$ cat src/hdl/urx_pkg.sv
// ============================================================================
// urx_pkg
// Shared types and constants for the UART receiver with ring buffer.
// ============================================================================
package urx_pkg;

	localparam logic [15:0] BIT_PERIOD_RESET = 16'd868;
	localparam int          APB_ADDR_W       = 3;
	localparam int          APB_DATA_W       = 32;
	localparam int          READ_DATA_W      = 8;
	localparam int          COUNT_OUT_W      = 7;

	// register index (byte address / 4)
	localparam logic REG_BIT_PERIOD = 1'b0;

	typedef enum logic [1:0] {
		FR_IDLE,
		FR_START,
		FR_DATA,
		FR_STOP
	} urx_front_state_t;

	// front -> back command flags
	typedef struct packed {
		logic pop;
		logic done;
	} urx_cmd_t;

	// result status flags
	typedef struct packed {
		logic read_valid;
		logic byte_done;
		logic overflow;
	} urx_status_t;

endpackage

$ cat src/hdl/urx_in_if.sv
// ============================================================================
// urx_in_if
// Input channel: one sampled line level and pop request per item.
// ============================================================================
interface urx_in_if;
	logic valid;
	logic ready;
	logic line_level;
	logic pop_request;

	modport source (output valid, output line_level, output pop_request, input ready);
	modport sink   (input valid, input line_level, input pop_request, output ready);
endinterface

$ cat src/hdl/urx_out_if.sv
// ============================================================================
// urx_out_if
// Output channel: one result item per input item.
// ============================================================================
interface urx_out_if;
	logic       valid;
	logic       ready;
	logic [7:0] read_data;
	logic       read_valid;
	logic       byte_done;
	logic       overflow;
	logic [6:0] stored_count;

	modport source (
		output valid, output read_data, output read_valid, output byte_done,
		output overflow, output stored_count, input ready
	);
	modport sink (
		input valid, input read_data, input read_valid, input byte_done,
		input overflow, input stored_count, output ready
	);
endinterface

$ cat src/hdl/urx_ram.sv
// ============================================================================
// urx_ram
// Generic simple dual-port RAM, one write port, one registered read port.
// ============================================================================
module urx_ram #(
	parameter int WIDTH = 8,
	parameter int DEPTH = 64
) (
	input  logic                     clk,
	input  logic                     we,
	input  logic [$clog2(DEPTH)-1:0] waddr,
	input  logic [WIDTH-1:0]         wdata,
	input  logic                     re,
	input  logic [$clog2(DEPTH)-1:0] raddr,
	output logic [WIDTH-1:0]         rdata
);

	logic [WIDTH-1:0] mem_q [DEPTH];

	// read-before-write on a shared address
	always_ff @(posedge clk) begin
		if (we) begin
			mem_q[waddr] <= wdata;
		end
		if (re) begin
			rdata <= mem_q[raddr];
		end
	end

endmodule

$ cat src/hdl/urx_front.sv
// ============================================================================
// urx_front
// Receive framing: edge detect, bit timing, mid-bit sampling, shift in.
// ============================================================================
module urx_front #(
	parameter int DATA_BITS = 8
) (
	input  logic                clk,
	input  logic                arst_n,
	urx_in_if.sink              in_ch,
	input  logic [15:0]         bit_period,
	input  logic                q_full,
	output logic                push,
	output urx_pkg::urx_cmd_t   cmd,
	output logic [DATA_BITS-1:0] data
);

	localparam int BC_W = $clog2(DATA_BITS);

	urx_pkg::urx_front_state_t state_q, state_nx;
	logic                 prev_line_q;
	logic [15:0]          tick_q;
	logic [BC_W-1:0]      bcnt_q;
	logic [DATA_BITS-1:0] shift_q;

	logic        accept;
	logic [15:0] target_raw, target;
	logic        tick_hit, last_bit, fall;
	logic        sample, frame_done;

	assign in_ch.ready = !q_full;
	assign accept      = in_ch.valid && !q_full;

	// start bit waits half a period to reach mid-bit
	assign target_raw = (state_q == urx_pkg::FR_START) ? {1'b0, bit_period[15:1]} : bit_period;
	assign target     = (target_raw == 16'd0) ? 16'd1 : target_raw;
	assign tick_hit   = ({1'b0, tick_q} + 17'd1) >= {1'b0, target};
	assign last_bit   = (bcnt_q == BC_W'(DATA_BITS - 1));
	assign fall       = prev_line_q && !in_ch.line_level;

	always_comb begin
		state_nx = state_q;
		unique case (state_q)
			urx_pkg::FR_IDLE: begin
				if (fall) state_nx = urx_pkg::FR_START;
			end
			urx_pkg::FR_START: begin
				if (tick_hit) state_nx = urx_pkg::FR_DATA;
			end
			urx_pkg::FR_DATA: begin
				if (tick_hit && last_bit) state_nx = urx_pkg::FR_STOP;
			end
			urx_pkg::FR_STOP: begin
				if (tick_hit) state_nx = urx_pkg::FR_IDLE;
			end
			default: state_nx = urx_pkg::FR_IDLE;
		endcase
	end

	always_comb begin
		sample     = 1'b0;
		frame_done = 1'b0;
		unique case (state_q)
			urx_pkg::FR_DATA: sample     = tick_hit;
			urx_pkg::FR_STOP: frame_done = tick_hit;
			default: begin
				sample     = 1'b0;
				frame_done = 1'b0;
			end
		endcase
	end

	always_ff @(posedge clk or negedge arst_n) begin
		if (!arst_n) begin
			state_q     <= urx_pkg::FR_IDLE;
			prev_line_q <= 1'b1;
			tick_q      <= '0;
			bcnt_q      <= '0;
		end else if (accept) begin
			state_q     <= state_nx;
			prev_line_q <= in_ch.line_level;
			if (state_q == urx_pkg::FR_IDLE || tick_hit) begin
				tick_q <= '0;
			end else begin
				tick_q <= tick_q + 16'd1;
			end
			if (state_q != urx_pkg::FR_DATA) begin
				bcnt_q <= '0;
			end else if (sample) begin
				bcnt_q <= bcnt_q + BC_W'(1);
			end
		end
	end

	// LSB first: after DATA_BITS shifts the first sample sits at bit 0
	always_ff @(posedge clk) begin
		if (accept && sample) begin
			shift_q <= {in_ch.line_level, shift_q[DATA_BITS-1:1]};
		end
	end

	assign push     = accept;
	assign cmd.pop  = in_ch.pop_request;
	assign cmd.done = frame_done;
	assign data     = shift_q;

endmodule

$ cat src/hdl/urx_cmdq.sv
// ============================================================================
// urx_cmdq
// Two-entry command queue between front and back.
// ============================================================================
module urx_cmdq #(
	parameter int WIDTH = 10
) (
	input  logic             clk,
	input  logic             arst_n,
	input  logic             push,
	input  logic [WIDTH-1:0] push_data,
	output logic             full,
	input  logic             pop,
	output logic             valid,
	output logic [WIDTH-1:0] pop_data
);

	logic [WIDTH-1:0] slot_q [2];
	logic             wr_q, rd_q;
	logic [1:0]       cnt_q;

	assign full     = (cnt_q == 2'd2);
	assign valid    = (cnt_q != 2'd0);
	assign pop_data = slot_q[rd_q];

	always_ff @(posedge clk or negedge arst_n) begin
		if (!arst_n) begin
			wr_q  <= 1'b0;
			rd_q  <= 1'b0;
			cnt_q <= 2'd0;
		end else begin
			if (push) wr_q <= !wr_q;
			if (pop)  rd_q <= !rd_q;
			cnt_q <= cnt_q + {1'b0, push} - {1'b0, pop};
		end
	end

	always_ff @(posedge clk) begin
		if (push) begin
			slot_q[wr_q] <= push_data;
		end
	end

	a_no_push_full: assert property (@(posedge clk) disable iff (!arst_n)
		!(push && full && !pop)) else $error("push into full command queue");
	a_no_pop_empty: assert property (@(posedge clk) disable iff (!arst_n)
		pop |-> valid) else $error("pop from empty command queue");

endmodule

$ cat src/hdl/urx_back.sv
// ============================================================================
// urx_back
// Ring-buffer FIFO: serves pops, stores bytes, builds the result item.
// ============================================================================
module urx_back #(
	parameter int BUFFER_DEPTH = 64,
	parameter int DATA_BITS    = 8
) (
	input  logic                 clk,
	input  logic                 arst_n,
	input  logic                 cmd_valid,
	input  urx_pkg::urx_cmd_t    cmd,
	input  logic [DATA_BITS-1:0] cmd_data,
	output logic                 cmd_take,
	urx_out_if.source            out_ch
);

	localparam int PTR_W = $clog2(BUFFER_DEPTH);
	localparam int CNT_W = $clog2(BUFFER_DEPTH + 1);
	localparam int RD_W  = urx_pkg::READ_DATA_W;
	localparam int CO_W  = urx_pkg::COUNT_OUT_W;

	logic [PTR_W-1:0]     wp_q, rp_q;
	logic [CNT_W-1:0]     cnt_q, cnt_pop;
	logic                 adv, pop_ok, wr_ok, full_after;
	logic                 valid_s2;
	urx_pkg::urx_status_t st_s2;
	logic [CNT_W-1:0]     cnt_s2;
	logic [DATA_BITS-1:0] ram_rd;
	logic [RD_W-1:0]      rd8;
	logic [CO_W-1:0]      cnt7;

	// one command per cycle while the output slot is free or draining
	assign adv      = cmd_valid && (!valid_s2 || out_ch.ready);
	assign cmd_take = adv;

	assign pop_ok     = cmd.pop && (cnt_q != '0);
	assign cnt_pop    = cnt_q - CNT_W'(pop_ok);
	assign full_after = (cnt_pop == CNT_W'(BUFFER_DEPTH));
	assign wr_ok      = cmd.done && !full_after;

	urx_ram #(
		.WIDTH (DATA_BITS),
		.DEPTH (BUFFER_DEPTH)
	) u_store (
		.clk   (clk),
		.we    (adv && wr_ok),
		.waddr (wp_q),
		.wdata (cmd_data),
		.re    (adv && pop_ok),
		.raddr (rp_q),
		.rdata (ram_rd)
	);

	always_ff @(posedge clk or negedge arst_n) begin
		if (!arst_n) begin
			wp_q     <= '0;
			rp_q     <= '0;
			cnt_q    <= '0;
			valid_s2 <= 1'b0;
		end else begin
			if (adv) begin
				valid_s2 <= 1'b1;
				cnt_q    <= cnt_pop + CNT_W'(wr_ok);
				if (pop_ok) begin
					rp_q <= (rp_q == PTR_W'(BUFFER_DEPTH - 1)) ? '0 : rp_q + PTR_W'(1);
				end
				if (wr_ok) begin
					wp_q <= (wp_q == PTR_W'(BUFFER_DEPTH - 1)) ? '0 : wp_q + PTR_W'(1);
				end
			end else if (out_ch.ready) begin
				valid_s2 <= 1'b0;
			end
		end
	end

	always_ff @(posedge clk) begin
		if (adv) begin
			st_s2.read_valid <= pop_ok;
			st_s2.byte_done  <= cmd.done;
			st_s2.overflow   <= cmd.done && full_after;
			cnt_s2           <= cnt_pop + CNT_W'(wr_ok);
		end
	end

	generate
		if (DATA_BITS >= RD_W) begin : g_rd_trunc
			assign rd8 = ram_rd[RD_W-1:0];
		end else begin : g_rd_ext
			assign rd8 = {{(RD_W - DATA_BITS){1'b0}}, ram_rd};
		end
		if (CNT_W >= CO_W) begin : g_cnt_trunc
			assign cnt7 = cnt_s2[CO_W-1:0];
		end else begin : g_cnt_ext
			assign cnt7 = {{(CO_W - CNT_W){1'b0}}, cnt_s2};
		end
	endgenerate

	assign out_ch.valid        = valid_s2;
	assign out_ch.read_data    = st_s2.read_valid ? rd8 : '0;
	assign out_ch.read_valid   = st_s2.read_valid;
	assign out_ch.byte_done    = st_s2.byte_done;
	assign out_ch.overflow     = st_s2.overflow;
	assign out_ch.stored_count = cnt7;

	a_cnt_max: assert property (@(posedge clk) disable iff (!arst_n)
		cnt_q <= CNT_W'(BUFFER_DEPTH)) else $error("byte count above depth");
	a_ovf_done: assert property (@(posedge clk) disable iff (!arst_n)
		(valid_s2 && st_s2.overflow) |-> st_s2.byte_done) else $error("overflow without frame");
	a_empty_pop: assert property (@(posedge clk) disable iff (!arst_n)
		(adv && cmd.pop && cnt_q == '0) |=> !st_s2.read_valid)
		else $error("pop on empty buffer returned data");
	a_full_drop: assert property (@(posedge clk) disable iff (!arst_n)
		(adv && cmd.done && !cmd.pop && cnt_q == CNT_W'(BUFFER_DEPTH)) |=>
		(st_s2.overflow && cnt_q == CNT_W'(BUFFER_DEPTH)))
		else $error("byte stored into full buffer");

endmodule

$ cat src/hdl/uart_rx_with_ring_buffer.sv
// ============================================================================
// uart_rx_with_ring_buffer
// 8N1 UART receiver, mid-bit sampling, with a ring-buffer byte FIFO.
// ============================================================================
// Usage:
//   in_ch  : one item per system clock tick, carrying the sampled rx line
//            (line_level) and a pop request. Ready drops only when the
//            two-entry command queue is full, i.e. while out_ch stalls.
//   out_ch : exactly one result item per input item: popped byte and
//            read_valid, byte_done / overflow for a frame ending on that
//            tick, and stored_count after the tick.
//   APB    : register 0 (addr 0) = bit_period_ticks, reset 868. Write only
//            while the block is idle; pready is tied high.
// Timing: an item accepted on in_ch is written into the queue; the back end
//   takes it from there and registers its result (FIFO update plus
//   registered RAM read), and that registered result is offered on out_ch.
//   Sustained rate is 1 item per cycle while out_ch.ready stays high, set by
//   the FIFO update in the back end and the single RAM read port.
// Reset: arst_n clears the framer to idle (line assumed high), empties the
//   queue and the FIFO. Buffer contents are not cleared; only counted
//   entries are ever read.
// Stall: if out_ch.ready stays low, the held result blocks the back end and
//   in_ch.ready drops once the queue holds two items, at most two items
//   after the first refused result; nothing is lost or repeated.
// ============================================================================
module uart_rx_with_ring_buffer #(
	parameter int BUFFER_DEPTH = 64,
	parameter int DATA_BITS    = 8
) (
	input  logic                              clk,
	input  logic                              arst_n,
	input  logic                              psel,
	input  logic                              penable,
	input  logic                              pwrite,
	input  logic [urx_pkg::APB_ADDR_W-1:0]    paddr,
	input  logic [urx_pkg::APB_DATA_W-1:0]    pwdata,
	output logic [urx_pkg::APB_DATA_W-1:0]    prdata,
	output logic                              pready,
	urx_in_if.sink                            in_ch,
	urx_out_if.source                         out_ch
);

	localparam int CMD_W = $bits(urx_pkg::urx_cmd_t);
	localparam int Q_W   = CMD_W + DATA_BITS;

	logic [15:0]          bit_period_q;
	logic                 reg_hit;

	// front -> queue
	logic                 f_push;
	urx_pkg::urx_cmd_t    f_cmd;
	logic [DATA_BITS-1:0] f_data;
	logic                 q_full;

	// queue -> back
	logic                 q_valid, q_take;
	logic [Q_W-1:0]       q_data;
	urx_pkg::urx_cmd_t    b_cmd;
	logic [DATA_BITS-1:0] b_data;

	// ---------------- configuration ----------------
	assign pready  = 1'b1;
	assign reg_hit = (paddr[urx_pkg::APB_ADDR_W-1:2] == urx_pkg::REG_BIT_PERIOD);

	always_ff @(posedge clk or negedge arst_n) begin
		if (!arst_n) begin
			bit_period_q <= urx_pkg::BIT_PERIOD_RESET;
		end else if (psel && penable && pwrite && pready && reg_hit) begin
			bit_period_q <= pwdata[15:0];
		end
	end

	assign prdata = reg_hit ? {16'd0, bit_period_q} : '0;

	// ---------------- front: framing ----------------
	urx_front #(
		.DATA_BITS (DATA_BITS)
	) u_front (
		.clk        (clk),
		.arst_n     (arst_n),
		.in_ch      (in_ch),
		.bit_period (bit_period_q),
		.q_full     (q_full),
		.push       (f_push),
		.cmd        (f_cmd),
		.data       (f_data)
	);

	// ---------------- decoupling queue ----------------
	urx_cmdq #(
		.WIDTH (Q_W)
	) u_cmdq (
		.clk       (clk),
		.arst_n    (arst_n),
		.push      (f_push),
		.push_data ({f_data, f_cmd}),
		.full      (q_full),
		.pop       (q_take),
		.valid     (q_valid),
		.pop_data  (q_data)
	);

	assign b_cmd  = q_data[CMD_W-1:0];
	assign b_data = q_data[Q_W-1:CMD_W];

	// ---------------- back: FIFO and result ----------------
	urx_back #(
		.BUFFER_DEPTH (BUFFER_DEPTH),
		.DATA_BITS    (DATA_BITS)
	) u_back (
		.clk       (clk),
		.arst_n    (arst_n),
		.cmd_valid (q_valid),
		.cmd       (b_cmd),
		.cmd_data  (b_data),
		.cmd_take  (q_take),
		.out_ch    (out_ch)
	);

endmodule
$ cat src/flat_wrapper.sv
// flat-port wrapper written by rule: the top's interface ports become plain ports
module uart_rx_with_ring_buffer_flat 
#(
	parameter int BUFFER_DEPTH = 64,
	parameter int DATA_BITS    = 8
)
  (clk, arst_n, psel, penable, pwrite, paddr, pwdata, prdata, pready, in_ch_valid, in_ch_line_level, in_ch_pop_request, in_ch_ready, out_ch_valid, out_ch_read_data, out_ch_read_valid, out_ch_byte_done, out_ch_overflow, out_ch_stored_count, out_ch_ready);
  urx_in_if in_ch_i ();
  urx_out_if out_ch_i ();
  input  logic clk;
  input  logic arst_n;
  input  logic psel;
  input  logic penable;
  input  logic pwrite;
  input  logic [urx_pkg::APB_ADDR_W-1:0] paddr;
  input  logic [urx_pkg::APB_DATA_W-1:0] pwdata;
  output logic [urx_pkg::APB_DATA_W-1:0] prdata;
  output logic pready;
  input wire logic [$bits(in_ch_i.valid)-1:0] in_ch_valid;
  input wire logic [$bits(in_ch_i.line_level)-1:0] in_ch_line_level;
  input wire logic [$bits(in_ch_i.pop_request)-1:0] in_ch_pop_request;
  output wire logic [$bits(in_ch_i.ready)-1:0] in_ch_ready;
  output wire logic [$bits(out_ch_i.valid)-1:0] out_ch_valid;
  output wire logic [$bits(out_ch_i.read_data)-1:0] out_ch_read_data;
  output wire logic [$bits(out_ch_i.read_valid)-1:0] out_ch_read_valid;
  output wire logic [$bits(out_ch_i.byte_done)-1:0] out_ch_byte_done;
  output wire logic [$bits(out_ch_i.overflow)-1:0] out_ch_overflow;
  output wire logic [$bits(out_ch_i.stored_count)-1:0] out_ch_stored_count;
  input wire logic [$bits(out_ch_i.ready)-1:0] out_ch_ready;
  assign in_ch_i.valid = in_ch_valid;
  assign in_ch_i.line_level = in_ch_line_level;
  assign in_ch_i.pop_request = in_ch_pop_request;
  assign in_ch_ready = in_ch_i.ready;
  assign out_ch_valid = out_ch_i.valid;
  assign out_ch_read_data = out_ch_i.read_data;
  assign out_ch_read_valid = out_ch_i.read_valid;
  assign out_ch_byte_done = out_ch_i.byte_done;
  assign out_ch_overflow = out_ch_i.overflow;
  assign out_ch_stored_count = out_ch_i.stored_count;
  assign out_ch_i.ready = out_ch_ready;
  uart_rx_with_ring_buffer #(.BUFFER_DEPTH(BUFFER_DEPTH), .DATA_BITS(DATA_BITS)) u_core (.clk(clk), .arst_n(arst_n), .psel(psel), .penable(penable), .pwrite(pwrite), .paddr(paddr), .pwdata(pwdata), .prdata(prdata), .pready(pready), .in_ch(in_ch_i), .out_ch(out_ch_i));
endmodule
$ cat config.mk
export PLATFORM = sky130hd
export DESIGN_NAME = uart_rx_with_ring_buffer_flat
export DESIGN_NICKNAME = d
export VERILOG_FILES = /design/src/hdl/urx_pkg.sv /design/src/hdl/urx_in_if.sv /design/src/hdl/urx_out_if.sv /design/src/hdl/urx_ram.sv /design/src/hdl/urx_front.sv /design/src/hdl/urx_cmdq.sv /design/src/hdl/urx_back.sv /design/src/hdl/uart_rx_with_ring_buffer.sv /design/src/flat_wrapper.sv
export SDC_FILE = /design/constraint.sdc
export NUM_CORES = 1
export LEC_CHECK = 0
export ABC_AREA = 1
export BUFFER_PORTS_ARGS = -buffer_cell sky130_fd_sc_hd__buf_2
export CELL_PAD_IN_SITES_DETAIL_PLACEMENT = 2
export CELL_PAD_IN_SITES_GLOBAL_PLACEMENT = 2
export CORE_MARGIN = 8
export CORE_UTILIZATION = 43
export DETAILED_ROUTE_END_ITERATION = 8
export PLACE_DENSITY = 0.77
export SETUP_SLACK_MARGIN = 0.2
export SYNTH_ARGS = -nofsm -noshare
export SYNTH_HDL_FRONTEND = slang
export SYNTH_SLANG_ARGS = --single-unit
export TNS_END_PERCENT = 100
$ cat constraint.sdc
create_clock -name clk -period 3.39 [get_ports clk]
set_input_delay 0.339 -clock clk [delete_from_list [all_inputs] [get_ports clk]]
set_output_delay 0.339 -clock clk [all_outputs]
set_load 0.005 [all_outputs]
==> results of run 1 <==
layer usage:
layer	track usage	routed length [µm]	up-vias	part of all wire
li1	-	-	8257	-
met1	0.311	36700	10100	0.39
met2	0.482	50400	550	0.53
met3	0.0348	3570	199	0.038
met4	0.0904	3760	0	0.040
met5	0	0	-	0
worst paths after layout:
| path | end | slack, ns |
|---|---|---|
| worst min-delay path | u_core.bit_period_q[2]$_DFFE_PN1P_ | 0.002 |
| worst min register to register | u_core.u_front.data[1]$_DFFE_PP_ | 0.51 |
| max in group asynchronous | u_core.u_back.rp_q[1]$_DFFE_PN0P_ | 2.05 |
| min in group asynchronous | u_core.bit_period_q[7]$_DFFE_PN0P_ | 0.48 |
| worst max register to register | u_core.u_back.u_store.mem_q[62][5]$_DFFE_PP_ | 0.08 |
| worst max-delay path | u_core.u_back.u_store.mem_q[62][5]$_DFFE_PP_ | 0.08 |
through the flow:
step	worst slack, ns	TNS [ns]	area, µm²	total power (W)
after floorplan	0.448	0	26100	0.0159
after global placement	0.123	0	27800	0.0193
after detailed placement	-0.0464	-3.44	27800	0.0201
after CTS	0.201	0	30500	0.0280
after global routing	-0.0501	-0.325	31200	0.0298
final	0.0769	0	31200	0.0287
what timing repair did:
| action | CTS | global route |
|---|---|---|
| setup endpoints to repair | 549 | 553 |
| hold endpoints to repair | 51 | 0 |
| gates resized for setup | 45 | 155 |
| hold buffers | 18 | 0 |
| buffers inserted | 20 | 8 |
| pin swaps | 7 | 19 |
| gates cloned | 1 | 1 |
cell usage in the layout, fill, tap and decap left out, types with 17 or more instances in the layout:
cell / netlist / final
sky130_fd_sc_hd__nand2_2: 3 / 19
sky130_fd_sc_hd__buf_4: 23 / 95
sky130_fd_sc_hd__conb_1: 2 / 17
sky130_fd_sc_hd__a21oi_1: 36 / 36
sky130_fd_sc_hd__buf_2: 25 / 61
sky130_fd_sc_hd__xor2_1: 24 / 18
sky130_fd_sc_hd__o21ai_0: 301 / 287
sky130_fd_sc_hd__ha_1: 31 / 24
sky130_fd_sc_hd__dlygate4sd3_1: 0 / 18
sky130_fd_sc_hd__nand3_1: 90 / 85
sky130_fd_sc_hd__dfrtp_1: 56 / 53
sky130_fd_sc_hd__inv_1: 93 / 87
sky130_fd_sc_hd__edfxtp_1: 558 / 558
sky130_fd_sc_hd__o21ai_1: 13 / 20
sky130_fd_sc_hd__clkbuf_16: 0 / 73
sky130_fd_sc_hd__nor2_1: 452 / 396
sky130_fd_sc_hd__o22ai_1: 64 / 64
sky130_fd_sc_hd__nor2_2: 3 / 49
sky130_fd_sc_hd__o211ai_1: 57 / 57
sky130_fd_sc_hd__buf_6: 3 / 54
sky130_fd_sc_hd__nand4_1: 19 / 19
sky130_fd_sc_hd__nand2_1: 236 / 219
sequential cells by signal, summed over array words and instances (netlist names):
name,flops
u_core.u_cmdq.wr_q,1
u_core.bit_period_q,16
u_core.u_back.out_ch.valid,1
u_core.u_back.u_store.rdata,8
u_core.u_back.wp_q,6
u_core.u_back.out_ch.read_valid,1
u_core.u_cmdq.cnt_q,2
u_core.u_back.out_ch.stored_count,7
u_core.u_back.cnt_q,7
u_core.u_front.prev_line_q,1
u_core.u_back.out_ch.byte_done,1
u_core.u_back.out_ch.overflow,1
u_core.u_front.tick_q,16
u_core.u_cmdq.slot_q,20
u_core.u_back.u_store.mem_q,512
u_core.u_front.data,8
u_core.u_back.rp_q,6
u_core.u_cmdq.rd_q,1
u_core.u_front.bcnt_q,3
u_core.u_front.state_q,2
worst max-delay path: stages, from the launching register on:
cell	delay, ns
sky130_fd_sc_hd__dfrtp_1	0.38
sky130_fd_sc_hd__inv_1	0.09
sky130_fd_sc_hd__nand2_1	0.10
sky130_fd_sc_hd__nor2_4	0.13
sky130_fd_sc_hd__a22oi_2	0.08
sky130_fd_sc_hd__ha_2	0.23
sky130_fd_sc_hd__ha_4	0.17
sky130_fd_sc_hd__buf_6	0.13
sky130_fd_sc_hd__nand2_1	0.10
sky130_fd_sc_hd__xor2_2	0.20
sky130_fd_sc_hd__inv_1	0.10
sky130_fd_sc_hd__nand3_1	0.14
sky130_fd_sc_hd__nand2_2	0.11
sky130_fd_sc_hd__nor2_4	0.16
sky130_fd_sc_hd__buf_12	0.15
sky130_fd_sc_hd__nand2_2	0.10
sky130_fd_sc_hd__buf_12	0.19
sky130_fd_sc_hd__nor2_1	0.23
sky130_fd_sc_hd__buf_6	0.21
kinds of logic after synthesis:
group / count (synthesis)
AO/OA/AOI/OAI: 486
XOR/XNOR: 28
adder cells (fa/ha/maj): 31
buffers and inverters: 233
flip-flops: 620
other: 2
AND/OR/NAND/NOR: 820
power by group through the flow:
stage	combinational, W	clock, W	sequential (W)
after CTS	0.0100	0.00757	0.0104
after detailed placement	0.00957	0	0.0106
after global placement	0.00878	0	0.0105
after global routing	0.0114	0.00788	0.0105
after floorplan	0.00554	0	0.0103
final	0.0107	0.00752	0.0105
final cells by class:
| class | instances | area (µm²) |
|---|---|---|
| clock inverters | 37 | 307 |
| well taps | 782 | 978 |
| clock buffers | 88 | 1900 |
| repair inverters | 1 | 7.51 |
| repair buffers | 243 | 2100 |
| fillers | 5814 | 28800 |
| flip-flops and latches | 620 | 18300 |
| inverters | 98 | 377 |
| diodes | 1 | 2.50 |
| multi-input cells | 1382 | 7210 |
==> results_tabular.tex, run 1 <==
\begin{tabular}{lr}
\hline
Metric & Value \\
\hline
\multicolumn{2}{l}{\textbf{STA}} \\
\quad Hold violation total from the final report & 0 \\
\quad Transition time at the pin with the least slew margin & 1.22 ns \\
\quad Relative slew slack & 0.181 \\
\quad Clock tree skew after final layout & 0.0387 ns \\
\quad Max Clock Freq & 302 MHz \\
\quad Worst slack on hold paths & 0.00171 ns \\
\quad Final setup violating endpoints & 0 \\
\quad Max-slew violation total from the final report & 0 \\
\quad Post-route minimum period & 3.31 ns \\
\quad Setup repair after global routing missed its margin & true \\
\quad Fraction of the cycle the final worst path needs & 0.977 \\
\multicolumn{2}{l}{\textbf{Floorplanning}} \\
\quad Effective utilization at floorplan & 0.433 \\
\quad Die Span X & 262 µm \\
\quad Top-level I/O count & 97 \\
\quad Core Box Area & 60,000 µm² \\
\quad Number of rows created at floorplan & 90 \\
\quad Total die area & 68,600 µm² \\
\quad Die H & 262 µm \\
\multicolumn{2}{l}{\textbf{Logic synthesis}} \\
\quad Post-synthesis compound-gate area fraction & 0.104 \\
\quad Ranking of synthesized cells by instance count & sky130\_fd\_sc\_hd\_\_edfxtp\_1 (558), sky130\_fd\_sc\_hd\_\_nor2\_1 (452), sky130\_fd\_sc\_hd\_\_o21ai\_0 (301), sky130\_fd\_sc\_hd\_\_nand2\_1 (236), sky130\_fd\_sc\_hd\_\_inv\_1 (93) \\
\quad Synth warnings & 0 \\
\quad Async set or reset register ratio after synthesis & 0.100 \\
\quad Multiplexer share of the synthesized area & 0 \\
\quad Synthesized area divided by synthesized cell count & 11.7 µm² \\
\quad Basic-gate share of the synthesized area counting and, or, nand and nor cells & 0.128 \\
\quad Cell type with the highest aggregate area in the netlist & sky130\_fd\_sc\_hd\_\_edfxtp\_1 \\
\quad Count leader, synth & sky130\_fd\_sc\_hd\_\_edfxtp\_1 \\
\quad Mapped Area & 26,000 µm² \\
\quad Sequential-to-total area share from yosys stat & 0.705 \\
\quad Top cell type's share of synthesized area & 0.645 \\
\quad Yosys cell types & 42 \\
\quad Main combinational cell family by area after synthesis & simple AND/OR/NAND/NOR gates \\
\quad Count of mapped cells out of synthesis & 2,220 \\
\quad Biggest area contributors in the synthesized netlist & sky130\_fd\_sc\_hd\_\_edfxtp\_1 (64\%), sky130\_fd\_sc\_hd\_\_nor2\_1 (6.5\%), sky130\_fd\_sc\_hd\_\_o21ai\_0 (5.8\%) \\
\quad Post-synthesis xor/xnor area fraction & 0.00943 \\
\quad Area share of fa/ha/maj cells after synthesis & 0.0149 \\
\quad Top flip-flop cell by instance count after synthesis & sky130\_fd\_sc\_hd\_\_edfxtp\_1 \\
\quad Post-synthesis sequential element count & 620 \\
\quad Post-synth EDFFs & 558 \\
\multicolumn{2}{l}{\textbf{Pwr}} \\
\quad Cell-internal power & 0.0172 W \\
\quad Switching power total & 0.0116 W \\
\quad Leakage power & 11.2 nW \\
\quad Power density over cell area & 921 nW/µm² \\
\quad Switching power as a share of total power & 0.402 \\
\quad Power share of the sequential group & 0.365 \\
\quad Clock network power share & 0.262 \\
\quad Combinational power share & 0.373 \\
\quad Worst IR drop on VDD & 599 µV \\
\multicolumn{2}{l}{\textbf{Clock network}} \\
\quad Number of buffers created by CTS & 69 \\
\quad Clock slew at reported path FFs & 0.06 ns \\
\quad Worst skew pair latency & 0.62 ns \\
\quad Max Buffers Root-to-Sink & 3 \\
\quad Number of H-tree levels & 3 \\
\quad Library cell used as clock root buffer & sky130\_fd\_sc\_hd\_\_clkbuf\_16 \\
\quad TritonCTS clock tree & done \\
\quad Clock Sinks & 620 \\
\multicolumn{2}{l}{\textbf{Worst setup path}} \\
\quad Critical path arrival & 3.63 ns \\
\quad FF-to-FF Start & u\_core.u\_back.cnt\_q[3]\$\_DFFE\_PN0P\_ \\
\quad Critical Path Source Type & flop \\
\quad Top fanout value on the critical path & 10 \\
\quad Required arrival time at the worst endpoint & 3.71 ns \\
\quad Setup Crit Path Kind & reg2reg \\
\quad Depth of the most critical reg-to-reg path & 18 \\
\quad Setup crit end kind & flop \\
\quad Crit path launch & u\_core.u\_back.cnt\_q[3]\$\_DFFE\_PN0P\_ \\
\multicolumn{2}{l}{\textbf{Run status}} \\
\quad Run status & finished, final reports clean \\
\multicolumn{2}{l}{\textbf{Routing}} \\
\quad Post-detailed-routing wire length & 94,400 µm \\
\quad Total vias in the final route & 19,100 \\
\quad DRC violations left & 0 \\
\quad DRT Pass-1 Iters & 5 \\
\quad Detail-routed via count per cell & 5.86 \\
\quad DRT antenna net count & 0 \\
\quad Avg WL per Cell & 29.0 µm \\
\quad Number of DRC markers in iteration 0 & 1,355 \\
\multicolumn{2}{l}{\textbf{Hold path}} \\
\quad Path category of the worst min-delay check & in2reg \\
\quad Worst hold path cell count & 3 \\
\quad Startpoint of the lowest-slack hold path & pwdata[2] \\
\multicolumn{2}{l}{\textbf{Final layout}} \\
\quad Filler-free cell count of the finished design & 3,252 \\
\quad Share of final-layout standard cells stronger than drive strength 1 & 0.188 \\
\quad Final nets & 2,490 \\
\quad Final design utilization & 0.520 \\
\quad Area grow syn2layout & 20.0\% \\
\multicolumn{2}{l}{\textbf{Placement}} \\
\quad Half-perimeter wire length after detailed placement & 54,300 µm \\
\quad Buffers on Ports & 61 \\
\quad Placed cell count & 3,077 \\
\quad Final GP Congestion & 0.831 \\
\multicolumn{2}{l}{\textbf{Global route}} \\
\quad Maximum number of pins on one net before global-route repair & 100 \\
\quad Total global-route track usage & 0.261 \\
\quad Wire length of the first global-routing pass & 134,000 µm \\
\quad Residual overflow from global routing & 0 \\
\quad Antenna violations before repair & 1 \\
\quad Vias in the first global route & 21,100 \\
\multicolumn{2}{l}{\textbf{Job}} \\
\quad Number of violations of the max-capacitance limit & 0 \\
\hline
\end{tabular}
Note: power is estimated with default switching activity, not from simulation.
==> run 2, diff against run 1 <==
--- a/config.mk
+++ b/config.mk
@@ -6,15 +6,17 @@
 export NUM_CORES = 1
 export LEC_CHECK = 0
 export ABC_AREA = 1
-export BUFFER_PORTS_ARGS = -buffer_cell sky130_fd_sc_hd__buf_2
+export BUFFER_PORTS_ARGS = -buffer_cell sky130_fd_sc_hd__clkbuf_2
 export CELL_PAD_IN_SITES_DETAIL_PLACEMENT = 2
 export CELL_PAD_IN_SITES_GLOBAL_PLACEMENT = 2
 export CORE_MARGIN = 8
-export CORE_UTILIZATION = 43
+export CORE_UTILIZATION = 42
 export DETAILED_ROUTE_END_ITERATION = 8
-export PLACE_DENSITY = 0.77
+export PLACE_DENSITY = 0.76
 export SETUP_SLACK_MARGIN = 0.2
+export SLEW_MARGIN = 15
 export SYNTH_ARGS = -nofsm -noshare
 export SYNTH_HDL_FRONTEND = slang
+export SYNTH_HIERARCHICAL = 1
 export SYNTH_SLANG_ARGS = --single-unit
 export TNS_END_PERCENT = 100
==> run 2 against run 1 <==
Cell count up 9.4%. Critical path depth rose by 1. Power down 1.2%. Routed wire length shrank 4.7%. Sequential cell count is the same. Synthesized cell count up 12%. First-iteration DRC count down 25%. Design area rose by 2.4%. Utilization is 2.4 points lower. Die area rose by 7.3%. Synthesized area increased by 5.2%. Critical path type unchanged.
==> results_tabular.tex, run 2 <==
\begin{tabular}{lr}
\hline
Metric & Value \\
\hline
\multicolumn{2}{l}{\textbf{Run status}} \\
\quad Run status & finished, final reports clean \\
\multicolumn{2}{l}{\textbf{Logic synthesis}} \\
\quad Post-synthesis sequential element count & 620 \\
\quad Top flip-flop cell by instance count after synthesis & sky130\_fd\_sc\_hd\_\_edfxtp\_1 \\
\quad Post-synthesis xor/xnor area fraction & 0.00768 \\
\quad Biggest area contributors in the synthesized netlist & sky130\_fd\_sc\_hd\_\_edfxtp\_1 (61\%), sky130\_fd\_sc\_hd\_\_nand2\_1 (11\%), sky130\_fd\_sc\_hd\_\_nand3\_1 (8.8\%) \\
\quad Ranking of synthesized cells by instance count & sky130\_fd\_sc\_hd\_\_nand2\_1 (822), sky130\_fd\_sc\_hd\_\_edfxtp\_1 (558), sky130\_fd\_sc\_hd\_\_nand3\_1 (483), sky130\_fd\_sc\_hd\_\_inv\_1 (109), sky130\_fd\_sc\_hd\_\_nor2\_1 (97) \\
\quad Basic-gate share of the synthesized area counting and, or, nand and nor cells & 0.236 \\
\quad Sequential-to-total area share from yosys stat & 0.670 \\
\quad Post-synthesis compound-gate area fraction & 0.0139 \\
\quad Count leader, synth & sky130\_fd\_sc\_hd\_\_nand2\_1 \\
\quad Area share of fa/ha/maj cells after synthesis & 0.0142 \\
\quad Mapped Area & 27,400 µm² \\
\quad Async set or reset register ratio after synthesis & 0.100 \\
\quad Synth warnings & 6 \\
\quad Multiplexer share of the synthesized area & 0.00329 \\
\quad Top cell type's share of synthesized area & 0.613 \\
\quad Post-synth EDFFs & 558 \\
\quad Cell type with the highest aggregate area in the netlist & sky130\_fd\_sc\_hd\_\_edfxtp\_1 \\
\quad Yosys cell types & 45 \\
\quad Count of mapped cells out of synthesis & 2,479 \\
\quad Synthesized area divided by synthesized cell count & 11.0 µm² \\
\quad Main combinational cell family by area after synthesis & simple AND/OR/NAND/NOR gates \\
\multicolumn{2}{l}{\textbf{Final layout}} \\
\quad \# fillers & 6,434 \\
\quad Share of final-layout standard cells stronger than drive strength 1 & 0.164 \\
\quad Number of flip-flops under the largest register name & 512 \\
\quad Register bank with the most flops & u\_core/u\_back/u\_store/mem\_q \\
\quad Final antenna diode count & 0 \\
\quad Total area of multi-input combinational cells & 8030 µm² \\
\quad Commonest non-fill, non-tap cell in the layout & sky130\_fd\_sc\_hd\_\_nand2\_1 \\
\quad Layout Cell Area excl Fill & 32,000 µm² \\
\quad Largest regs & u\_core/u\_back/u\_store/mem\_q x512, u\_core/u\_cmdq/slot\_q x20 \\
\quad Area grow syn2layout & 16.9\% \\
\quad Most used cells in the layout excluding fill and tap cells & sky130\_fd\_sc\_hd\_\_nand2\_1 (814), sky130\_fd\_sc\_hd\_\_edfxtp\_1 (558), sky130\_fd\_sc\_hd\_\_nand3\_1 (480) \\
\quad Sequential cell area in the final layout & 18,300 µm² \\
\quad Final nets & 2,727 \\
\multicolumn{2}{l}{\textbf{Placement}} \\
\quad Final GP Congestion & 0.794 \\
\quad Post-placement cell area & 28,900 µm² \\
\quad Buffers on Ports & 61 \\
\quad Half-perimeter wire length after detailed placement & 54,300 µm \\
\multicolumn{2}{l}{\textbf{Pwr}} \\
\quad Clock network power share & 0.258 \\
\quad Power density over cell area & 888 nW/µm² \\
\quad Leakage power & 12.4 nW \\
\quad Switching power as a share of total power & 0.397 \\
\quad Combinational power share & 0.374 \\
\quad Switching power total & 0.0113 W \\
\quad Final Power & 0.0284 W \\
\quad Cell-internal power & 0.0171 W \\
\quad Worst IR drop on VDD & 555 µV \\
\quad Power share of the sequential group & 0.367 \\
\multicolumn{2}{l}{\textbf{Floorplanning}} \\
\quad Die Span X & 271 µm \\
\quad Top-level I/O count & 97 \\
\quad Die H & 271 µm \\
\quad Core Box Area & 64,500 µm² \\
\quad Effective utilization at floorplan & 0.424 \\
\quad Total die area & 73,600 µm² \\
\quad Number of rows created at floorplan & 93 \\
\multicolumn{2}{l}{\textbf{Global route}} \\
\quad Maximum number of pins on one net before global-route repair & 157 \\
\quad Vias in the first global route & 22,300 \\
\quad Antenna violations before repair & 1 \\
\quad Residual overflow from global routing & 0 \\
\quad Wire length of the first global-routing pass & 135,000 µm \\
\quad Total global-route track usage & 0.235 \\
\multicolumn{2}{l}{\textbf{Routing}} \\
\quad Avg WL per Cell & 25.3 µm \\
\quad DRC violations left & 0 \\
\quad Total vias in the final route & 19,500 \\
\quad Number of DRC markers in iteration 0 & 1,012 \\
\quad DRT antenna net count & 0 \\
\quad Detail-routed via count per cell & 5.49 \\
\quad DRT Pass-1 Iters & 5 \\
\quad Post-detailed-routing wire length & 90,000 µm \\
\multicolumn{2}{l}{\textbf{STA}} \\
\quad Max Clock Freq & 308 MHz \\
\quad Fraction of the cycle the final worst path needs & 0.956 \\
\quad Max-slew violation total from the final report & 0 \\
\quad Clock tree skew after final layout & 0.0237 ns \\
\quad Final setup violating endpoints & 0 \\
\quad Post-route minimum period & 3.24 ns \\
\quad Relative slew slack & 0.317 \\
\quad Transition time at the pin with the least slew margin & 1.02 ns \\
\quad Hold violation total from the final report & 0 \\
\quad Setup repair after global routing missed its margin & true \\
\multicolumn{2}{l}{\textbf{Hold path}} \\
\quad Path category of the worst min-delay check & in2reg \\
\quad Worst hold path cell count & 3 \\
\multicolumn{2}{l}{\textbf{Clock network}} \\
\quad Library cell used as clock root buffer & sky130\_fd\_sc\_hd\_\_clkbuf\_16 \\
\quad Number of buffers created by CTS & 70 \\
\quad TritonCTS clock tree & done \\
\quad Clock Sinks & 620 \\
\quad Clock slew at reported path FFs & 0.06 ns \\
\quad Number of H-tree levels & 3 \\
\quad Max Buffers Root-to-Sink & 3 \\
\quad Worst skew pair latency & 0.61 ns \\
\multicolumn{2}{l}{\textbf{Worst setup path}} \\
\quad Setup Crit Path Kind & reg2reg \\
\quad Depth of the most critical reg-to-reg path & 19 \\
\quad Crit path launch & u\_core/u\_back/cnt\_q[5]\$\_DFFE\_PN0P\_ \\
\quad Critical path arrival & 3.53 ns \\
\quad Capturing element of the worst setup path & u\_core/u\_back/u\_store/mem\_q[5][4]\$\_DFFE\_PP\_ \\
\quad FF-to-FF Start & u\_core/u\_back/cnt\_q[5]\$\_DFFE\_PN0P\_ \\
\quad Top fanout value on the critical path & 8 \\
\quad Critical Path Source Type & flop \\
\quad Worst R2R End & u\_core/u\_back/u\_store/mem\_q[5][4]\$\_DFFE\_PP\_ \\
\quad Flop2flop setup slack & 0.15 ns \\
\quad Required arrival time at the worst endpoint & 3.68 ns \\
\quad Setup crit end kind & flop \\
\multicolumn{2}{l}{\textbf{Job}} \\
\quad Number of violations of the max-capacitance limit & 0 \\
\hline
\end{tabular}
-- run 2: how the worst min path moves through the flow --
stage                         start                            endpoint  slack (ns)
after global routing      pwdata[1]  u_core/bit_period_q[1]$_DFFE_PN0P_        0.04
after global placement       arst_n  u_core/u_back/cnt_q[2]$_DFFE_PN0P_        0.21
after detailed placement     arst_n  u_core/u_back/cnt_q[2]$_DFFE_PN0P_        0.22
final                     pwdata[1]  u_core/bit_period_q[1]$_DFFE_PN0P_        0.03
after CTS                 pwdata[1]  u_core/bit_period_q[1]$_DFFE_PN0P_       0.005
after floorplan              arst_n  u_core/bit_period_q[0]$_DFFE_PN0P_        0.04
-- run 2: area by class of cell --
cell class | count | share of cell area
Clock buffer | 104 | 0.0620
Inverter | 121 | 0.0149
Tap cell | 855 | 0.0335
Clock inverter | 20 | 0.00587
Timing Repair Buffer | 228 | 0.0589
Sequential cell | 620 | 0.573
Timing Repair inverter | 2 | 0.000431
Multi-Input combinational cell | 1609 | 0.251
-- run 2: metrics by stage --
stage	cells	util	setup slack (ns)	hold slack (ns)	TNS (ns)
2_1_floorplan	2494	-	0.0313	0.0434	0
3_3_place_gp	3384	0.449	0.0536	0.208	0
3_5_place_dp	3384	0.449	-0.124	0.220	-3.39
4_1_cts	3531	0.487	0.206	0.00475	0
5_1_grt	3559	0.496	0.0534	0.0411	0
6_report	3559	0.496	0.148	0.0342	0
-- run 2: kinds of logic after synthesis --
logic type | Yosys count
AOI/OAI and AO/OA | 53
adders and majority gates | 31
and+or+nand+nor | 1475
DFF | 620
muxes | 9
buffers and inverters | 265
xor gates and xnor gates | 24
other | 2
-- run 2: power by group through the flow --
stage / sequential [W] / combinational, W / clock, W
final: 0.0104 / 0.0106 / 0.00734
after floorplan: 0.0103 / 0.00658 / 0
after global placement: 0.0105 / 0.00930 / 0
after global routing: 0.0105 / 0.0115 / 0.00775
after detailed placement: 0.0105 / 0.00999 / 0
after CTS: 0.0104 / 0.0103 / 0.00749
-- run 2: what timing repair did --
action                     in CTS  in global routing
hold buffers                   18                  0
resized for setup              28                 81
setup endpoints to repair     517                484
hold endpoints to repair       74                  0
cloned                          1                  1
pin swaps                       1                 26
buffers inserted                4                 27
-- run 2: worst max-delay path, stage by stage, from the launching register on --
cell and delay [ns]:
sky130_fd_sc_hd__dfrtp_1 0.43, sky130_fd_sc_hd__nor2_4 0.18, sky130_fd_sc_hd__nand4_1 0.13, sky130_fd_sc_hd__nor2_2 0.17, sky130_fd_sc_hd__nor2_4 0.05, sky130_fd_sc_hd__ha_4 0.17
sky130_fd_sc_hd__ha_4 0.18, sky130_fd_sc_hd__inv_2 0.05, sky130_fd_sc_hd__nand2_2 0.07, sky130_fd_sc_hd__nand2_4 0.11, sky130_fd_sc_hd__nor2_4 0.04, sky130_fd_sc_hd__nand3_2 0.06
sky130_fd_sc_hd__nor2_2 0.06, sky130_fd_sc_hd__nand2_4 0.09, sky130_fd_sc_hd__nand3_4 0.16, sky130_fd_sc_hd__inv_4 0.15, sky130_fd_sc_hd__nand4_1 0.20, sky130_fd_sc_hd__buf_6 0.26
sky130_fd_sc_hd__nor2_4 0.17, sky130_fd_sc_hd__buf_8 0.19
-- run 2: layer usage --
metal	vias up	global-route usage	routed length (µm)
met3	137	0.0360	3610
met2	427	0.441	47700
met4	2	0.0647	2350
li1	8800	-	-
met5	-	0	9
met1	10200	0.278	36200
==> run 3, diff against run 2 <==
--- a/config.mk
+++ b/config.mk
@@ -12,6 +12,7 @@
 export CORE_MARGIN = 8
 export CORE_UTILIZATION = 42
 export DETAILED_ROUTE_END_ITERATION = 8
+export HOLD_SLACK_MARGIN = 0.05
 export PLACE_DENSITY = 0.76
 export SETUP_SLACK_MARGIN = 0.2
 export SLEW_MARGIN = 15
==> run 3 against run 2 <==
Highest routed layer unchanged. Worst setup slack got worse by 0.098 ns. Power hardly changed. Hold slack better by 0.12 ns. Utilization about the same. Clock power hardly changed. Critical path depth increased by 2.
==> results_tabular.tex, run 3 (synthesis gave the netlist of run 2 again) <==
\begin{tabular}{lr}
\hline
Metric & Value \\
\hline
\multicolumn{2}{l}{\textbf{Run status}} \\
\quad Run status & finished, final reports clean \\
\multicolumn{2}{l}{\textbf{Placement}} \\
\quad Half-perimeter wire length after detailed placement & 54,300 µm \\
\quad Placed cell count & 3,384 \\
\quad Buffers on Ports & 61 \\
\quad Worst Setup Slack post-DPL & -0.124 ns \\
\quad Final GP Congestion & 0.794 \\
\multicolumn{2}{l}{\textbf{Final layout}} \\
\quad Commonest non-fill, non-tap cell in the layout & sky130\_fd\_sc\_hd\_\_nand2\_1 \\
\quad \# fillers & 6,409 \\
\quad Share of final-layout standard cells stronger than drive strength 1 & 0.163 \\
\quad Number of flip-flops under the largest register name & 512 \\
\quad Final design utilization & 0.496 \\
\quad Area grow syn2layout & 16.9\% \\
\quad Filler-free cell count of the finished design & 3,561 \\
\quad Final nets & 2,729 \\
\quad Most used cells in the layout excluding fill and tap cells & sky130\_fd\_sc\_hd\_\_nand2\_1 (813), sky130\_fd\_sc\_hd\_\_edfxtp\_1 (558), sky130\_fd\_sc\_hd\_\_nand3\_1 (479) \\
\quad Register bank with the most flops & u\_core/u\_back/u\_store/mem\_q \\
\quad Final antenna diode count & 0 \\
\quad Largest regs & u\_core/u\_back/u\_store/mem\_q x512, u\_core/u\_cmdq/slot\_q x20 \\
\multicolumn{2}{l}{\textbf{Routing}} \\
\quad Avg WL per Cell & 25.1 µm \\
\quad Total vias in the final route & 19,600 \\
\quad Number of DRC markers in iteration 0 & 1,031 \\
\quad DRT Pass-1 Iters & 5 \\
\quad DRC violations left & 0 \\
\quad DRT antenna net count & 0 \\
\quad Post-detailed-routing wire length & 89,400 µm \\
\quad Detail-routed via count per cell & 5.49 \\
\multicolumn{2}{l}{\textbf{Clock network}} \\
\quad Library cell used as clock root buffer & sky130\_fd\_sc\_hd\_\_clkbuf\_16 \\
\quad Clock Sinks & 620 \\
\quad TritonCTS clock tree & done \\
\quad Max Buffers Root-to-Sink & 3 \\
\quad Worst skew pair latency & 0.60 ns \\
\quad Clock slew at reported path FFs & 0.06 ns \\
\quad Number of buffers created by CTS & 70 \\
\quad Number of H-tree levels & 3 \\
\multicolumn{2}{l}{\textbf{STA}} \\
\quad Fraction of the cycle the final worst path needs & 0.985 \\
\quad Final setup violating endpoints & 0 \\
\quad Max-slew violation total from the final report & 0 \\
\quad Setup repair after global routing missed its margin & true \\
\quad Transition time at the pin with the least slew margin & 1.04 ns \\
\quad Relative slew slack & 0.303 \\
\quad Clock tree skew after final layout & 0.0242 ns \\
\quad Post-route minimum period & 3.34 ns \\
\quad Slack of the critical path & 0.0507 ns \\
\quad Hold violation total from the final report & 0 \\
\quad Max Clock Freq & 299 MHz \\
\multicolumn{2}{l}{\textbf{Pwr}} \\
\quad Clock network power share & 0.258 \\
\quad Final Power & 0.0284 W \\
\quad Worst IR drop on VDD & 559 µV \\
\quad Cell-internal power & 0.0172 W \\
\quad Leakage power & 12.4 nW \\
\quad Switching power total & 0.0112 W \\
\quad Power share of the sequential group & 0.367 \\
\quad Combinational power share & 0.375 \\
\quad Switching power as a share of total power & 0.395 \\
\quad Power density over cell area & 888 nW/µm² \\
\multicolumn{2}{l}{\textbf{Worst setup path}} \\
\quad Setup crit end kind & flop \\
\quad Critical path arrival & 3.63 ns \\
\quad Setup Crit Path Kind & reg2reg \\
\quad Critical Path Source Type & flop \\
\quad Required arrival time at the worst endpoint & 3.68 ns \\
\quad Top fanout value on the critical path & 8 \\
\multicolumn{2}{l}{\textbf{Floorplanning}} \\
\quad Effective utilization at floorplan & 0.424 \\
\quad Number of rows created at floorplan & 93 \\
\quad Core Box Area & 64,500 µm² \\
\quad Die H & 271 µm \\
\quad Die Span X & 271 µm \\
\quad Total die area & 73,600 µm² \\
\quad Top-level I/O count & 97 \\
\multicolumn{2}{l}{\textbf{Global route}} \\
\quad Wire length of the first global-routing pass & 135,000 µm \\
\quad Vias in the first global route & 22,200 \\
\quad Antenna violations before repair & 1 \\
\quad Total global-route track usage & 0.235 \\
\quad Residual overflow from global routing & 0 \\
\quad Maximum number of pins on one net before global-route repair & 157 \\
\multicolumn{2}{l}{\textbf{Hold path}} \\
\quad Path category of the worst min-delay check & in2async \\
\multicolumn{2}{l}{\textbf{Job}} \\
\quad Number of violations of the max-capacitance limit & 0 \\
\hline
\end{tabular}
==> run 3: power by group through the flow <==
| stage | logic [W] | clock network (W) | registers [W] |
|---|---|---|---|
| floorplan | 0.00658 | 0 | 0.0103 |
| finish | 0.0106 | 0.00733 | 0.0104 |
| detailed placement | 0.00999 | 0 | 0.0105 |
| global placement | 0.00930 | 0 | 0.0105 |
| CTS | 0.0103 | 0.00749 | 0.0104 |
| global route | 0.0116 | 0.00774 | 0.0105 |
==> run 3: worst max-delay path, cell delays in order, from the launching register on <==
cell	delay, ns
sky130_fd_sc_hd__dfrtp_1	0.43
sky130_fd_sc_hd__nor2_4	0.19
sky130_fd_sc_hd__nand4_1	0.13
sky130_fd_sc_hd__nor2_2	0.18
sky130_fd_sc_hd__nor2_4	0.06
sky130_fd_sc_hd__ha_4	0.17
sky130_fd_sc_hd__ha_4	0.18
sky130_fd_sc_hd__inv_2	0.05
sky130_fd_sc_hd__nand2_2	0.07
sky130_fd_sc_hd__nand2_4	0.10
sky130_fd_sc_hd__nor2_4	0.04
sky130_fd_sc_hd__nand3_2	0.06
sky130_fd_sc_hd__nor2_2	0.05
sky130_fd_sc_hd__nand2_4	0.10
sky130_fd_sc_hd__nand3_4	0.13
sky130_fd_sc_hd__inv_8	0.11
sky130_fd_sc_hd__buf_12	0.12
sky130_fd_sc_hd__nand4_1	0.14
sky130_fd_sc_hd__buf_6	0.20
sky130_fd_sc_hd__buf_4	0.14
sky130_fd_sc_hd__nor2_1	0.19
sky130_fd_sc_hd__buf_6	0.20
==> run 3: what timing repair did <==
action                                  CTS  global route
pin swaps                                 1            25
buffers inserted                          4            28
resized for setup                        28            77
endpoints found under the hold margin    77             0
cloned                                    1             0
endpoints found under the setup margin  517           495
hold buffers                             20             0
==> run 3: per-layer routing <==
layer,wire length [µm],part of all wire,vias up,track usage
met3,3190,0.036,150,0.0358
li1,-,-,8805,-
met1,36000,0.40,10200,0.277
met4,2540,0.028,2,0.0677
met2,47600,0.53,393,0.439
met5,9,0.00010,-,0
==> run 3: worst paths after layout <==
| check | start | endpoint | slack, ns | cells after the start |
|---|---|---|---|---|
| min in group clk | psel | u_core/bit_period_q[9]$_DFFE_PN1P_ | 0.22 | 5 |
| hold / removal | arst_n | u_core/u_back/cnt_q[0]$_DFFE_PN0P_ | 0.16 | 2 |
| setup / recovery | u_core/u_back/cnt_q[5]$_DFFE_PN0P_ | u_core/u_back/u_store/mem_q[8][7]$_DFFE_PP_ | 0.05 | 21 |
| max in group asynchronous | arst_n | u_core/u_front/prev_line_q$_DFFE_PN1P_ | 2.58 | 3 |
| setup reg to reg | u_core/u_back/cnt_q[5]$_DFFE_PN0P_ | u_core/u_back/u_store/mem_q[8][7]$_DFFE_PP_ | 0.05 | 21 |
| hold reg to reg | u_core/u_front/data[0]$_DFFE_PP_ | u_core/u_cmdq/slot_q[1][2]$_DFFE_PP_ | 0.48 | 0 |
==> run 3: layout make-up <==
cell class,count,area [µm²],area share
Sequential cell,620,18300,0.573
Multi-Input combinational cell,1609,8000,0.250
Clock buffer,104,1980,0.0620
Timing Repair Buffer,231,1910,0.0599
Tap cell,855,1070,0.0335
Inverter,121,477,0.0149
Clock inverter,20,188,0.00587
Timing Repair inverter,1,7.51,0.000235
==> run 3: metrics by stage <==
stage	TNS, ns	area, µm²	hold WS [ns]
after floorplan	0	27500	0.0434
after global placement	0	28900	0.208
after detailed placement	-3.39	28900	0.220
after CTS	0	31400	0.120
after global routing	-0.628	32000	0.140
final	0	32000	0.157
